[src/sv/i2cbb_pkg.sv]
// Shared types, command and pin-operation codes for the bit-banged I2C master.
// Holds the per-command operation sequences as constant tables and their lookup.
// No dependencies; the core, sequencer and configuration files use it by scoped names.
package i2cbb_pkg;

    // Commands carried by an input transaction.
    typedef enum logic [2:0] {
        CMD_TICK      = 3'd0,
        CMD_START     = 3'd1,
        CMD_STOP      = 3'd2,
        CMD_WRITE     = 3'd3,
        CMD_READ      = 3'd4,
        CMD_NACK      = 3'd5,
        CMD_BUS_RESET = 3'd6,
        CMD_DEV_READ  = 3'd7
    } t_cmd;

    // One pin operation per bus tick.
    typedef enum logic [3:0] {
        OP_END     = 4'd0,
        OP_SCL0    = 4'd1,
        OP_SCL1    = 4'd2,
        OP_SDA0    = 4'd3,
        OP_SDA1    = 4'd4,
        OP_SDABIT  = 4'd5,
        OP_SAMPLE  = 4'd6,
        OP_RELEASE = 4'd7,
        OP_DRIVE   = 4'd8,
        OP_WAITACK = 4'd9
    } t_op;

    localparam int unsigned PHASE_W = 6;
    localparam int unsigned BITS_PER_BYTE = 8;
    localparam int unsigned RESET_CLOCKS = 9;

    // Configuration register map.
    localparam logic [1:0] REG_DEV_ADDR = 2'd0;

    typedef t_op t_seq [0:(1 << PHASE_W) - 1];

    // Input item of one tick.
    typedef struct packed {
        logic [2:0] cmd;
        logic [7:0] tx_byte;
        logic       sda_sample;
    } t_in_item;

    // Result item of one tick.
    typedef struct packed {
        logic       scl_level;
        logic       sda_drive;
        logic       sda_released;
        logic       busy_res;
        logic       done_res;
        logic [7:0] rx_byte;
    } t_res;

    // Pin state: clock level, data latch, data released.
    typedef struct packed {
        logic scl;
        logic sda;
        logic rel;
    } t_pins;

    // Builds the operation sequence of one command at elaboration time.
    function automatic t_seq build_seq(input t_cmd cmd);
        t_seq           s;
        logic [PHASE_W-1:0] n;
        n = '0;
        for (int i = 0; i < (1 << PHASE_W); i++) begin
            s[i] = OP_END;
        end
        // Start condition.
        if (cmd == CMD_START || cmd == CMD_BUS_RESET || cmd == CMD_DEV_READ) begin
            s[n] = OP_SDA1; n = n + 1'b1;
            s[n] = OP_SCL1; n = n + 1'b1;
            s[n] = OP_SDA0; n = n + 1'b1;
            s[n] = OP_SCL0; n = n + 1'b1;
        end
        // Byte write, MSB first.
        if (cmd == CMD_WRITE || cmd == CMD_DEV_READ) begin
            s[n] = OP_SCL0; n = n + 1'b1;
            for (int k = 0; k < BITS_PER_BYTE; k++) begin
                s[n] = OP_SDABIT; n = n + 1'b1;
                s[n] = OP_SCL1;   n = n + 1'b1;
                s[n] = OP_SCL0;   n = n + 1'b1;
            end
            s[n] = OP_SDA0; n = n + 1'b1;
        end
        // Wait for the slave acknowledge.
        if (cmd == CMD_DEV_READ) begin
            s[n] = OP_RELEASE; n = n + 1'b1;
            s[n] = OP_SCL1;    n = n + 1'b1;
            s[n] = OP_WAITACK; n = n + 1'b1;
            s[n] = OP_SCL0;    n = n + 1'b1;
            s[n] = OP_DRIVE;   n = n + 1'b1;
        end
        // Byte read, sampled on the rising clock.
        if (cmd == CMD_READ || cmd == CMD_DEV_READ) begin
            s[n] = OP_SDA1;    n = n + 1'b1;
            s[n] = OP_RELEASE; n = n + 1'b1;
            for (int k = 0; k < BITS_PER_BYTE; k++) begin
                s[n] = OP_SAMPLE; n = n + 1'b1;
                s[n] = OP_SCL0;   n = n + 1'b1;
            end
            s[n] = OP_DRIVE; n = n + 1'b1;
        end
        // Not-acknowledge.
        if (cmd == CMD_NACK || cmd == CMD_DEV_READ) begin
            s[n] = OP_SCL0; n = n + 1'b1;
            s[n] = OP_SDA1; n = n + 1'b1;
            s[n] = OP_SCL1; n = n + 1'b1;
            s[n] = OP_SCL0; n = n + 1'b1;
        end
        // Free clock pulses on SCL for the bus reset, RESET_CLOCKS in all.
        if (cmd == CMD_BUS_RESET) begin
            for (int k = 0; k < RESET_CLOCKS; k++) begin
                s[n] = OP_SDA1; n = n + 1'b1;
                s[n] = OP_SCL1; n = n + 1'b1;
                s[n] = OP_SCL0; n = n + 1'b1;
            end
        end
        // Stop condition.
        if (cmd == CMD_STOP || cmd == CMD_BUS_RESET || cmd == CMD_DEV_READ) begin
            s[n] = OP_SDA0; n = n + 1'b1;
            s[n] = OP_SCL1; n = n + 1'b1;
            s[n] = OP_SDA1; n = n + 1'b1;
            s[n] = OP_SCL0; n = n + 1'b1;
        end
        return s;
    endfunction

    localparam t_seq SEQ_START     = build_seq(CMD_START);
    localparam t_seq SEQ_STOP      = build_seq(CMD_STOP);
    localparam t_seq SEQ_WRITE     = build_seq(CMD_WRITE);
    localparam t_seq SEQ_READ      = build_seq(CMD_READ);
    localparam t_seq SEQ_NACK      = build_seq(CMD_NACK);
    localparam t_seq SEQ_BUS_RESET = build_seq(CMD_BUS_RESET);
    localparam t_seq SEQ_DEV_READ  = build_seq(CMD_DEV_READ);

    // Operation of a command at a given phase.
    function automatic t_op seq_op(input t_cmd cmd, input logic [PHASE_W-1:0] phase);
        t_op op;
        case (cmd)
            CMD_START:     op = SEQ_START[phase];
            CMD_STOP:      op = SEQ_STOP[phase];
            CMD_WRITE:     op = SEQ_WRITE[phase];
            CMD_READ:      op = SEQ_READ[phase];
            CMD_NACK:      op = SEQ_NACK[phase];
            CMD_BUS_RESET: op = SEQ_BUS_RESET[phase];
            CMD_DEV_READ:  op = SEQ_DEV_READ[phase];
            default:       op = OP_END;
        endcase
        return op;
    endfunction

endpackage

[src/sv/i2cbb_in_if.sv]
// Input channel of the I2C master: one tick command per transaction.
// Standalone interface, no dependencies.
interface i2cbb_in_if;
    logic       valid;
    logic       ready;
    logic [2:0] cmd;
    logic [7:0] tx_byte;
    logic       sda_sample;

    modport source (output valid, output cmd, output tx_byte, output sda_sample,
                    input ready);
    modport sink (input valid, input cmd, input tx_byte, input sda_sample,
                  output ready);
endinterface

[src/sv/i2cbb_out_if.sv]
// Result channel of the I2C master: pin levels and status per tick.
// Standalone interface, no dependencies.
interface i2cbb_out_if;
    logic       valid;
    logic       ready;
    logic       scl_level;
    logic       sda_drive;
    logic       sda_released;
    logic       busy_res;
    logic       done_res;
    logic [7:0] rx_byte;

    modport source (output valid, output scl_level, output sda_drive,
                    output sda_released, output busy_res, output done_res,
                    output rx_byte, input ready);
    modport sink (input valid, input scl_level, input sda_drive,
                  input sda_released, input busy_res, input done_res,
                  input rx_byte, output ready);
endinterface

[src/sv/i2c_bitbang_master_sequencer_core.sv]
// Bit-banged I2C master: one bus tick per input transaction, one result per tick.
// An accepted tick waits in the input register and is stepped into the result register when
// that register is free or being emptied; the result is offered from there. One tick per cycle
// while the result channel is not stalled. Synchronous active-low reset
// returns SCL and SDA high and driven, idle, address register zero.
// Uses i2cbb_pkg, i2cbb_in_if, i2cbb_out_if, i2cbb_seq and i2cbb_cfg.
module i2c_bitbang_master_sequencer_core (
    input  logic        i_clk,
    input  logic        i_rst_n,
    i2cbb_in_if.sink    i_in,
    i2cbb_out_if.source o_res,
    input  logic        psel,
    input  logic        penable,
    input  logic        pwrite,
    input  logic [1:0]  paddr,
    input  logic [31:0] pwdata,
    output logic [31:0] prdata,
    output logic        pready
);

    logic                r_in_valid;
    i2cbb_pkg::t_in_item r_in;
    logic                r_out_valid;
    i2cbb_pkg::t_res     r_out;
    i2cbb_pkg::t_res     step_res;
    logic [7:0]          dev_addr;
    logic                step;
    logic                in_ready;

    // A tick steps when the result register is free or being emptied.
    assign step     = r_in_valid && (!r_out_valid || o_res.ready);
    assign in_ready = !r_in_valid || step;
    assign i_in.ready = in_ready;

    // Input register.
    always_ff @(posedge i_clk) begin
        if (!i_rst_n) begin
            r_in_valid <= 1'b0;
        end else if (in_ready) begin
            r_in_valid <= i_in.valid;
        end
    end

    always_ff @(posedge i_clk) begin
        if (in_ready && i_in.valid) begin
            r_in <= '{cmd: i_in.cmd, tx_byte: i_in.tx_byte, sda_sample: i_in.sda_sample};
        end
    end

    i2cbb_cfg u_cfg (
        .i_clk      (i_clk),
        .i_rst_n    (i_rst_n),
        .psel       (psel),
        .penable    (penable),
        .pwrite     (pwrite),
        .paddr      (paddr),
        .pwdata     (pwdata),
        .prdata     (prdata),
        .pready     (pready),
        .o_dev_addr (dev_addr)
    );

    i2cbb_seq u_seq (
        .i_clk      (i_clk),
        .i_rst_n    (i_rst_n),
        .i_step     (step),
        .i_item     (r_in),
        .i_dev_addr (dev_addr),
        .o_res      (step_res)
    );

    // Result register.
    always_ff @(posedge i_clk) begin
        if (!i_rst_n) begin
            r_out_valid <= 1'b0;
        end else if (step) begin
            r_out_valid <= 1'b1;
        end else if (o_res.ready) begin
            r_out_valid <= 1'b0;
        end
    end

    always_ff @(posedge i_clk) begin
        if (step) begin
            r_out <= step_res;
        end
    end

    assign o_res.valid        = r_out_valid;
    assign o_res.scl_level    = r_out.scl_level;
    assign o_res.sda_drive    = r_out.sda_drive;
    assign o_res.sda_released = r_out.sda_released;
    assign o_res.busy_res     = r_out.busy_res;
    assign o_res.done_res     = r_out.done_res;
    assign o_res.rx_byte      = r_out.rx_byte;

endmodule

[src/sv/i2cbb_seq.sv]
// Sequencer state and per-tick step logic of the bit-banged I2C master.
// Uses i2cbb_pkg for commands, pin operations and the sequence tables.
module i2cbb_seq (
    input  logic                i_clk,
    input  logic                i_rst_n,
    input  logic                i_step,
    input  i2cbb_pkg::t_in_item i_item,
    input  logic [7:0]          i_dev_addr,
    output i2cbb_pkg::t_res     o_res
);

    i2cbb_pkg::t_cmd                  r_active, n_active;
    logic [i2cbb_pkg::PHASE_W-1:0]    r_phase, n_phase;
    logic [3:0]                       r_bc, n_bc;
    logic [7:0]                       r_sr, n_sr;
    logic [7:0]                       r_rx, n_rx;
    i2cbb_pkg::t_pins                 r_pins, n_pins;
    i2cbb_pkg::t_op                   op;
    i2cbb_pkg::t_op                   op_next;
    logic                             launch;
    logic                             v_busy;
    logic                             v_done;

    // One tick: take a new command when idle, then run one pin operation.
    always_comb begin
        n_active = r_active;
        n_phase  = r_phase;
        n_bc     = r_bc;
        n_sr     = r_sr;
        n_rx     = r_rx;
        n_pins   = r_pins;
        op       = i2cbb_pkg::OP_END;
        op_next  = i2cbb_pkg::OP_END;
        v_busy   = 1'b0;
        v_done   = 1'b0;
        launch   = (r_active == i2cbb_pkg::CMD_TICK) &&
                   (i_item.cmd != i2cbb_pkg::CMD_TICK);

        if (launch) begin
            n_active = i2cbb_pkg::t_cmd'(i_item.cmd);
            n_phase  = '0;
            n_bc     = '0;
            if (i_item.cmd == i2cbb_pkg::CMD_WRITE) begin
                n_sr = i_item.tx_byte;
            end else if (i_item.cmd == i2cbb_pkg::CMD_DEV_READ) begin
                n_sr = i_dev_addr | 8'h01;
            end else begin
                n_sr = '0;
            end
        end

        if (n_active != i2cbb_pkg::CMD_TICK) begin
            op = i2cbb_pkg::seq_op(n_active, n_phase);
            case (op)
                i2cbb_pkg::OP_SCL0: n_pins.scl = 1'b0;
                i2cbb_pkg::OP_SCL1: n_pins.scl = 1'b1;
                i2cbb_pkg::OP_SDA0: n_pins.sda = 1'b0;
                i2cbb_pkg::OP_SDA1: n_pins.sda = 1'b1;
                i2cbb_pkg::OP_SDABIT: begin
                    n_pins.sda = n_sr[7];
                    n_sr       = {n_sr[6:0], 1'b0};
                    n_bc       = n_bc + 4'd1;
                end
                i2cbb_pkg::OP_SAMPLE: begin
                    n_pins.scl = 1'b1;
                    n_sr       = {n_sr[6:0], i_item.sda_sample};
                    n_bc       = n_bc + 4'd1;
                end
                i2cbb_pkg::OP_RELEASE: begin
                    n_pins.rel = 1'b1;
                    n_bc       = '0;
                end
                i2cbb_pkg::OP_DRIVE: begin
                    n_pins.rel = 1'b0;
                    if (n_bc == 4'(i2cbb_pkg::BITS_PER_BYTE)) begin
                        n_rx = n_sr;
                    end
                    n_bc = '0;
                end
                default: begin
                end
            endcase

            // The acknowledge wait repeats while SDA reads high.
            if (!(op == i2cbb_pkg::OP_WAITACK && i_item.sda_sample)) begin
                n_phase = n_phase + 1'b1;
                op_next = i2cbb_pkg::seq_op(n_active, n_phase);
                if (op_next == i2cbb_pkg::OP_END) begin
                    v_done   = 1'b1;
                    n_active = i2cbb_pkg::CMD_TICK;
                    n_phase  = '0;
                    n_bc     = '0;
                end
            end
            v_busy = (n_active != i2cbb_pkg::CMD_TICK);
        end
    end

    // State advances only when the tick is taken.
    always_ff @(posedge i_clk) begin
        if (!i_rst_n) begin
            r_active <= i2cbb_pkg::CMD_TICK;
            r_phase  <= '0;
            r_bc     <= '0;
            r_sr     <= '0;
            r_rx     <= '0;
            r_pins   <= '{scl: 1'b1, sda: 1'b1, rel: 1'b0};
        end else if (i_step) begin
            r_active <= n_active;
            r_phase  <= n_phase;
            r_bc     <= n_bc;
            r_sr     <= n_sr;
            r_rx     <= n_rx;
            r_pins   <= n_pins;
        end
    end

    // Result of this tick.
    always_comb begin
        o_res.scl_level    = n_pins.scl;
        o_res.sda_drive    = n_pins.sda;
        o_res.sda_released = n_pins.rel;
        o_res.busy_res     = v_busy;
        o_res.done_res     = v_done;
        o_res.rx_byte      = n_rx;
    end

`ifndef ASSERT_OFF
    // An idle sequencer holds no leftover phase or bit count.
    a_idle_clean: assert property (@(posedge i_clk) disable iff (!i_rst_n)
        r_active == i2cbb_pkg::CMD_TICK |-> r_phase == '0 && r_bc == '0)
        else $error("idle sequencer with nonzero phase or bit count");

    // The bit counter never passes one byte.
    a_bc_range: assert property (@(posedge i_clk) disable iff (!i_rst_n)
        r_bc <= 4'(i2cbb_pkg::BITS_PER_BYTE))
        else $error("bit counter beyond one byte");

    // A released data line is only seen while a read sequence runs.
    a_rel_busy: assert property (@(posedge i_clk) disable iff (!i_rst_n)
        r_pins.rel |-> r_active == i2cbb_pkg::CMD_READ ||
                       r_active == i2cbb_pkg::CMD_DEV_READ)
        else $error("data line released outside a read");

    // Without a step the sequencer state holds.
    a_hold: assert property (@(posedge i_clk) disable iff (!i_rst_n)
        !i_step |=> $stable(r_active) && $stable(r_phase) && $stable(r_pins))
        else $error("sequencer state moved without a step");

    // A sequence that reports done on a step leaves the sequencer idle.
    a_done_idle: assert property (@(posedge i_clk) disable iff (!i_rst_n)
        i_step && o_res.done_res |=> r_active == i2cbb_pkg::CMD_TICK)
        else $error("sequencer still active after done");
`endif

endmodule

[src/sv/i2cbb_top_dummy.sv]
// Holding register for the device address byte with its APB-style access.
// Uses i2cbb_pkg for the register map.
module i2cbb_cfg (
    input  logic        i_clk,
    input  logic        i_rst_n,
    input  logic        psel,
    input  logic        penable,
    input  logic        pwrite,
    input  logic [1:0]  paddr,
    input  logic [31:0] pwdata,
    output logic [31:0] prdata,
    output logic        pready,
    output logic [7:0]  o_dev_addr
);

    logic [7:0] r_dev_addr;
    logic       wr_en;

    // Write strobe on the access phase.
    assign wr_en  = psel && penable && pwrite && (paddr == i2cbb_pkg::REG_DEV_ADDR);
    assign pready = 1'b1;

    always_ff @(posedge i_clk) begin
        if (!i_rst_n) begin
            r_dev_addr <= '0;
        end else if (wr_en) begin
            r_dev_addr <= pwdata[7:0];
        end
    end

    // Read back; unmapped addresses read as zero.
    always_comb begin
        if (paddr == i2cbb_pkg::REG_DEV_ADDR) begin
            prdata = {24'd0, r_dev_addr};
        end else begin
            prdata = '0;
        end
    end

    assign o_dev_addr = r_dev_addr;

endmodule
[src/flat_wrapper.sv]
// flat-port wrapper written by rule: the top's interface ports become plain ports
module i2c_bitbang_master_sequencer_core_flat 
  (i_clk, i_rst_n, psel, penable, pwrite, paddr, pwdata, prdata, pready, i_in_valid, i_in_cmd, i_in_tx_byte, i_in_sda_sample, i_in_ready, o_res_valid, o_res_scl_level, o_res_sda_drive, o_res_sda_released, o_res_busy_res, o_res_done_res, o_res_rx_byte, o_res_ready);
  i2cbb_in_if i_in_i ();
  i2cbb_out_if o_res_i ();
  input  logic i_clk;
  input  logic i_rst_n;
  input  logic psel;
  input  logic penable;
  input  logic pwrite;
  input  logic [1:0] paddr;
  input  logic [31:0] pwdata;
  output logic [31:0] prdata;
  output logic pready;
  input wire logic [$bits(i_in_i.valid)-1:0] i_in_valid;
  input wire logic [$bits(i_in_i.cmd)-1:0] i_in_cmd;
  input wire logic [$bits(i_in_i.tx_byte)-1:0] i_in_tx_byte;
  input wire logic [$bits(i_in_i.sda_sample)-1:0] i_in_sda_sample;
  output wire logic [$bits(i_in_i.ready)-1:0] i_in_ready;
  output wire logic [$bits(o_res_i.valid)-1:0] o_res_valid;
  output wire logic [$bits(o_res_i.scl_level)-1:0] o_res_scl_level;
  output wire logic [$bits(o_res_i.sda_drive)-1:0] o_res_sda_drive;
  output wire logic [$bits(o_res_i.sda_released)-1:0] o_res_sda_released;
  output wire logic [$bits(o_res_i.busy_res)-1:0] o_res_busy_res;
  output wire logic [$bits(o_res_i.done_res)-1:0] o_res_done_res;
  output wire logic [$bits(o_res_i.rx_byte)-1:0] o_res_rx_byte;
  input wire logic [$bits(o_res_i.ready)-1:0] o_res_ready;
  assign i_in_i.valid = i_in_valid;
  assign i_in_i.cmd = i_in_cmd;
  assign i_in_i.tx_byte = i_in_tx_byte;
  assign i_in_i.sda_sample = i_in_sda_sample;
  assign i_in_ready = i_in_i.ready;
  assign o_res_valid = o_res_i.valid;
  assign o_res_scl_level = o_res_i.scl_level;
  assign o_res_sda_drive = o_res_i.sda_drive;
  assign o_res_sda_released = o_res_i.sda_released;
  assign o_res_busy_res = o_res_i.busy_res;
  assign o_res_done_res = o_res_i.done_res;
  assign o_res_rx_byte = o_res_i.rx_byte;
  assign o_res_i.ready = o_res_ready;
  i2c_bitbang_master_sequencer_core u_core (.i_clk(i_clk), .i_rst_n(i_rst_n), .i_in(i_in_i), .o_res(o_res_i), .psel(psel), .penable(penable), .pwrite(pwrite), .paddr(paddr), .pwdata(pwdata), .prdata(prdata), .pready(pready));
endmodule
[config.mk]
export PLATFORM = sky130hd
export DESIGN_NAME = i2c_bitbang_master_sequencer_core_flat
export DESIGN_NICKNAME = d
export VERILOG_FILES = /design/src/sv/i2cbb_pkg.sv /design/src/sv/i2cbb_in_if.sv /design/src/sv/i2cbb_out_if.sv /design/src/sv/i2c_bitbang_master_sequencer_core.sv /design/src/sv/i2cbb_seq.sv /design/src/sv/i2cbb_top_dummy.sv /design/src/flat_wrapper.sv
export SDC_FILE = /design/constraint.sdc
export NUM_CORES = 1
export LEC_CHECK = 0
export BUFFER_PORTS_ARGS = -buffer_cell sky130_fd_sc_hd__clkbuf_2
export CAP_MARGIN = 30
export CORE_MARGIN = 10
export CORE_UTILIZATION = 59
export CTS_CLUSTER_SIZE = 40
export DETAILED_ROUTE_END_ITERATION = 8
export PLACE_DENSITY = 0.85
export RECOVER_POWER = 100
export SLEW_MARGIN = 5
export SYNTH_ARGS = -nofsm -noshare
export SYNTH_HDL_FRONTEND = slang
export SYNTH_SLANG_ARGS = --single-unit
export TNS_END_PERCENT = 5
[constraint.sdc]
create_clock -name i_clk -period 10.3 [get_ports i_clk]
set_clock_uncertainty 0.2 [all_clocks]
set_input_delay 2.06 -clock i_clk [delete_from_list [all_inputs] [get_ports i_clk]]
set_output_delay 2.06 -clock i_clk [all_outputs]
set_load 0.02 [all_outputs]
Word-level counts from Yosys, hierarchy flattened
Memory sizes are Yosys's and may differ from the RTL's.
Index checks and enable logic that the tools add are counted.
Cells by class
  add/sub/neg operators: 2
  order comparisons: 2
  eq/ne operators: 19
  multiplexer cells: 63
  bitwise gates (word level): 3
  reduce and logical (&&, ||, !) cells: 22
Operators by type and width (number)
  4-bit 2-to-1 mux: 35
  8-bit 2-to-1 mux: 8
  4-bit one-hot mux with 7 select lines: 2
  6-bit 2-to-1 mux: 4
  3-bit 2-to-1 mux: 6
  4-bit by 3-bit == test with 1-bit output, second input constant: 4
  8-bit one-hot mux with 2 select lines: 1
  3-bit == test, second input constant: 5
  7-bit >= comparator, second input constant: 2
  6-bit inverter with 7-bit output: 2
  4-bit == test, second input constant: 3
  3-bit by 2-bit == test with 1-bit output, second input constant: 3
  3-bit nonzero test: 3
  4-bit by 2-bit == test with 1-bit output, second input constant: 2
  4-bit one-hot mux with 2 select lines: 1
  2-bit OR reduction: 4
  1-bit logical AND: 7
  6-bit by 1-bit adder with 6-bit output, second input constant: 1
  4-bit by 1-bit adder with 4-bit output, second input constant: 1
  4-bit by 1-bit == test with 1-bit output, second input constant: 1
  4-bit zero test: 1
  1-bit one-hot mux with 2 select lines: 2
  3-bit by 1-bit == test with 1-bit output, second input constant: 1
  3-bit zero test: 1
  7 further kinds: 11
Storage, ports and cells
  register bits after elaboration: 67
  bits in read-only memories: 3584
  input port bits: 53
  output and inout port bits: 48
  word-level logic and storage cells: 145
  memories: 14
Memories
  (no name shown): depth 64, width 4, read ports 1, clocked after Yosys merged registers in 0, wr ports 0, line i2cbb_pkg.sv:151  | CMD_DEV_READ: op = SEQ_DEV_READ[phase];
  (no name shown): depth 64, width 4, read ports 1, clocked after Yosys merged registers in 0, wr ports 0, line i2cbb_pkg.sv:150  | CMD_BUS_RESET: op = SEQ_BUS_RESET[phase];
  (no name shown): depth 64, width 4, read ports 1, clocked after Yosys merged registers in 0, wr ports 0, line i2cbb_pkg.sv:149  | CMD_NACK: op = SEQ_NACK[phase];
  (no name shown): depth 64, width 4, read ports 1, clocked after Yosys merged registers in 0, wr ports 0, line i2cbb_pkg.sv:148  | CMD_READ: op = SEQ_READ[phase];
  (no name shown): depth 64, width 4, read ports 1, clocked after Yosys merged registers in 0, wr ports 0, line i2cbb_pkg.sv:147  | CMD_WRITE: op = SEQ_WRITE[phase];
  (no name shown): depth 64, width 4, read ports 1, clocked after Yosys merged registers in 0, wr ports 0, line i2cbb_pkg.sv:146  | CMD_STOP: op = SEQ_STOP[phase];
  8 more memories

Longest topological paths before layout
  word-level depth: 18
  gate-level depth with buffers: 22
  mapped depth without buffers: 16

Cells and area by module
From an unflattened synthesis, not the netlist that was laid out.
Unflattened totals
  cell total of the unflattened synthesis: 829
  area, all modules: 6273.5 um^2
By module, submodules not included
  i2cbb_seq: instances 1, cells an instance 723, area an instance 4815.9 um^2, seq. area each 640.6 um^2
  i2c_bitbang_master_sequencer_core: instances 1, cells an instance 34, area an instance 854.6 um^2, seq. area each 790.8 um^2
  i2cbb_cfg: instances 1, cells an instance 72, area an instance 603.1 um^2, seq. area each 160.2 um^2

Least setup slack after synthesis
Ideal clock, no wire load.
  kind: input to output
  from: input port paddr[1]
  to: output port prdata[0]
  arrival: 2.578 ns
  required time: 8.040 ns
  setup slack: 5.462 ns
  cell stages on the path: 2
  buffers on the path: 0
  path through: nor2_1 -> and2_1
Between the ends
  longest elaborated chain between the ends: 2
RTL lines
  start: declaration: line flat_wrapper.sv:11  | input logic [1:0] paddr;
  2-bit zero test: line i2cbb_top_dummy.sv:33  | if (paddr == i2cbb_pkg::REG_DEV_ADDR) begin
  8-bit 2-to-1 mux: line i2cbb_top_dummy.sv:33
  end: declaration: line flat_wrapper.sv:13  | output logic [31:0] prdata;
Every way passes these cells.

==> metrics.log <==
INFO  metric status = finished, violations left
INFO  metric failed_checks = max-capacitance violations, max-slew violations
INFO  metric numPortBuffers = 51
INFO  metric endpoint_kind = flop
INFO  metric power.density = 111 nW/um^2
INFO  metric fp.dieH = 124 um
INFO  metric synthMuxAreaShare = 4.55%
INFO  metric regToRegSetupSlack = 2610 ps
INFO  metric final_cell_mix = 80 x nand2_1, 71 x a21oi_1, 66 x nor2_1
INFO  metric antenna_cells_inserted = 0
INFO  metric gp_congestion = 1.07
INFO  metric placementRows = 38
INFO  metric p_leak = 2.33 nW
INFO  metric die_width = 124 um
INFO  metric grt_util_met3 = 6.77%
INFO  metric yosys_warnings = 0
INFO  metric floorplan.initialDensity = 59.9%
INFO  metric rr_worst_depth = 15
INFO  metric post_synth.cell_area_avg = 7.56 sq um
INFO  metric setup_total_negative_slack = 0 ps
INFO  metric clk_root_buffer_cell = clkbuf_8
INFO  metric detailed_place_hpwl = 14,100 um
INFO  metric area_growth_syn_to_layout = 1.54%
INFO  metric final_hold_fails = 0
INFO  metric cts-htree-levels = 3
INFO  metric hold_path_class = reg2reg
INFO  metric synth_simple_gate_area_share = 23.7%
INFO  metric io_pins = 101
INFO  metric number_of_hold_buffers_added_after_cts = 0
INFO  metric worst_pin_slew = 1910 ps
INFO  metric worst_hold_endpoint = u_core.u_seq.r_sr[2]
INFO  metric detail_route.drc_violations = 0
INFO  metric cpMaxStageDelayCell = nand2_1
INFO  metric unrepaired_setup_endpoints_after_global_routing = no
INFO  metric pin_count_of_the_biggest_net_entering_global_routing = 74
INFO  metric synth_compound_gate_area_share = 32.6%
INFO  metric clk_path_buf_depth = 2
INFO  metric globalRouteOverflowTotal = 0
INFO  metric critical_path_required = 10,200 ps
INFO  metric vias = 6,926
INFO  metric cts_inserted_buffers = 9
INFO  metric grt_busiest_layer = met2
INFO  metric routedWlPerCell = 21.1 um
INFO  metric hold-path-cell-count = 2
INFO  metric antenna_found_initial = 0
INFO  metric via_count_of_the_first_global_routing_pass = 6,339
INFO  metric clk_latency = 340 ps
INFO  metric crit_path_cell_trace = or3_1 -> nand2_1 -> nand2_1 -> inv_1 -> ha_1 -> nor2b_1 -> nor3_1 -> a221o_1 -> o21ai_0 -> o21ai_0 -> nor3_1 -> clkbuf_1 -> nand3_1 -> or2_1 -> mux2_2
INFO  metric final-max-slew-violation-count = 55
INFO  metric grt_pass1_wl = 33,000 um
INFO  metric finalCriticalPeriod = 7690 ps
INFO  metric worst_case_headroom_to_the_max_slew_limit = -27.6%
INFO  metric use_met1 = 34.0%
INFO  metric drt_pre_antenna_iters = 6
INFO  metric drive_above_1_share = 10.3%
INFO  metric cap_viol_max_count = 1
INFO  metric holdCritStartpoint = u_core.u_seq.r_sr[2]
INFO  metric reg_to_reg_critical_path_endpoint = u_core.o_res.rx_byte[0]
INFO  metric cts_num_sinks = 67
INFO  metric total_power = 0.000727 W
INFO  metric synth_enable_flop_cells = 25
INFO  metric crit-reg2reg-launch = u_core.r_in[11]
INFO  metric design.die.area = 15,500 sq um
INFO  metric routed_via_density = 7.02
INFO  metric ys_seq_elements = 67
INFO  metric async_reset_ff_share = 0%
INFO  metric grt_use_met2 = 36.1%
INFO  metric core_area = 10,700 sq um
INFO  metric ant_nets = 0
INFO  metric drt-total-wl = 20,800 um
INFO  metric gr-usage-all-layers = 25.0%
INFO  metric drtIter0Drc = 1,581
INFO  metric worst_path_largest_cell_delay = 1420 ps
INFO  metric cts_resized = 0
INFO  metric critical_path_peak_fanout = 54
INFO  metric layout.cells.most_common = nand2_1
INFO  metric path_class = reg2reg
INFO  metric dominantRegCellSynth = dfxtp_1
INFO  metric postCtsSetupRepairBufs = 0
INFO  metric syn-cell-area = 6440 sq um
INFO  metric sequential_cell_area_fraction_in_the_yosys_report = 24.7%
INFO  metric dominant_combinational_cell_family_by_area_after_synthesis = compound AO/OA/AOI/OAI gates
INFO  metric clkSlewWorstSetupHoldPaths = 70 ps
INFO  metric timing.final.crit_share = 74.6%
INFO  metric max_freq = 130 MHz
INFO  metric crit_path_start_kind = flop
INFO  metric yosys.cell_types.count = 89
INFO  metric netlist_instances = 852
INFO  metric max-vdd-ir-drop = 106 uV
INFO  metric synth_xor_xnor_area_share = 1.34%
INFO  metric critical_path_arrival = 7590 ps
INFO  metric cts_tree = built
INFO  metric setup_violations = 0
INFO  metric nets = 900
INFO  metric hold-worst-slack = 260 ps
INFO  metric timing.critical_path.from = u_core.r_in[11]
INFO  metric synthAdderAreaFrac = 1.94%
-- flip-flops by register name (all words and copies together), names as in the netlist --
register / cells
u_core.u_seq.r_active: 3
u_core.r_in: 12
u_core.o_res.rx_byte: 8
u_core.o_res.busy_res: 1
u_core.u_seq.r_rx: 8
u_core.o_res.scl_level: 1
u_core.u_seq.r_pins: 3
u_core.u_seq.r_bc: 4
u_core.u_seq.r_sr: 8
u_core.u_seq.r_phase: 6
u_core.o_res.sda_released: 1
u_core.r_in_valid: 1
u_core.u_cfg.o_dev_addr: 8
u_core.o_res.sda_drive: 1
u_core.o_res.valid: 1
u_core.o_res.done_res: 1
-- cells by family after synthesis --
logic type	after synthesis
and+or+nand+nor	299
xor gates and xnor gates	9
other	2
muxes	27
AOI/OAI and AO/OA	308
DFF	67
buffers and inverters	129
adders and majority gates	11
-- area by class of cell --
type                    instances  area, sq um
fillers                       998         4210
multi-input cells             679         4200
flip-flops and latches         67         1600
repair buffers                 64          308
well taps                     140          175
clock buffers                  13          149
inverters                      20         75.1
clock inverters                 3         38.8
-- through the flow --
stage / area, sq um / setup WS [ps] / cells / utilization (%)
floorplan: 6530 / 5460 / 875 / -
finish: 6540 / 2610 / 986 / 60.8
detailed placement: 6420 / 4440 / 969 / 59.8
global route: 6540 / 2080 / 986 / 60.8
CTS: 6610 / 4370 / 985 / 61.5
global placement: 6410 / 4430 / 968 / 59.6
-- synthesized netlist by cell type (all sizes together) (5+ instances only) --
master  count  area (sq um)
a211oi     18           135
a21o        6          45.0
a21oi      72           364
a221oi      8          70.1
a22oi       6          45.0
a311oi      7          61.3
a31oi      16           100
a32oi       7          61.3
and2       26           163
and3        6          42.5
buf        75           508
clkbuf     34           128
dfxtp      42           841
edfxtp     25           751
ha          6          75.1
inv        19          71.3
maj3        5          50.1
mux2        8          90.1
mux2i      18           180
nand2      80           317
nand2b     14          87.6
nand3      19          95.1
nand4      10          68.8
nor2       67           254
nor2b      12          75.1
nor3       28           166
o211ai     13           103
o21ai      66           330
o221ai      6          52.6
o22ai      10          62.6
o31ai      24           190
or2         8          50.1
or3        13          81.3
xnor2       5          51.3
-- worst max-delay path by stage --
stage                                    endpoint  slack (ps)  cells after the start
after floorplan                         prdata[0]        5460                      2
after global placement    u_core.o_res.rx_byte[6]        4430                     15
after detailed placement  u_core.o_res.rx_byte[0]        4440                     15
after CTS                 u_core.o_res.rx_byte[0]        4370                     15
after global routing         u_core.u_seq.r_rx[2]        2080                     16
final                     u_core.o_res.rx_byte[0]        2610                     15
-- critical path, delay by kind of cell, from the launching register on --
family          cells  cell delay (ps)
simple gates        8             4040
flops               1              720
buf+inv             2              720
compound gates      3              680
fa+ha+maj           1              670
mux                 1              360
-- where the power goes --
part           internal [W]  switching (W)
clock              0.000117      0.0000928
sequential         0.000288      0.0000100
combinational     0.0000656       0.000153
-- routing by layer --
layer	part of all wire, %	routed length (um)
met5	0	0
met4	4.2	881
met3	14	2850
met2	42	8640
met1	40	8390
Power figures use the tool's default switching activity.
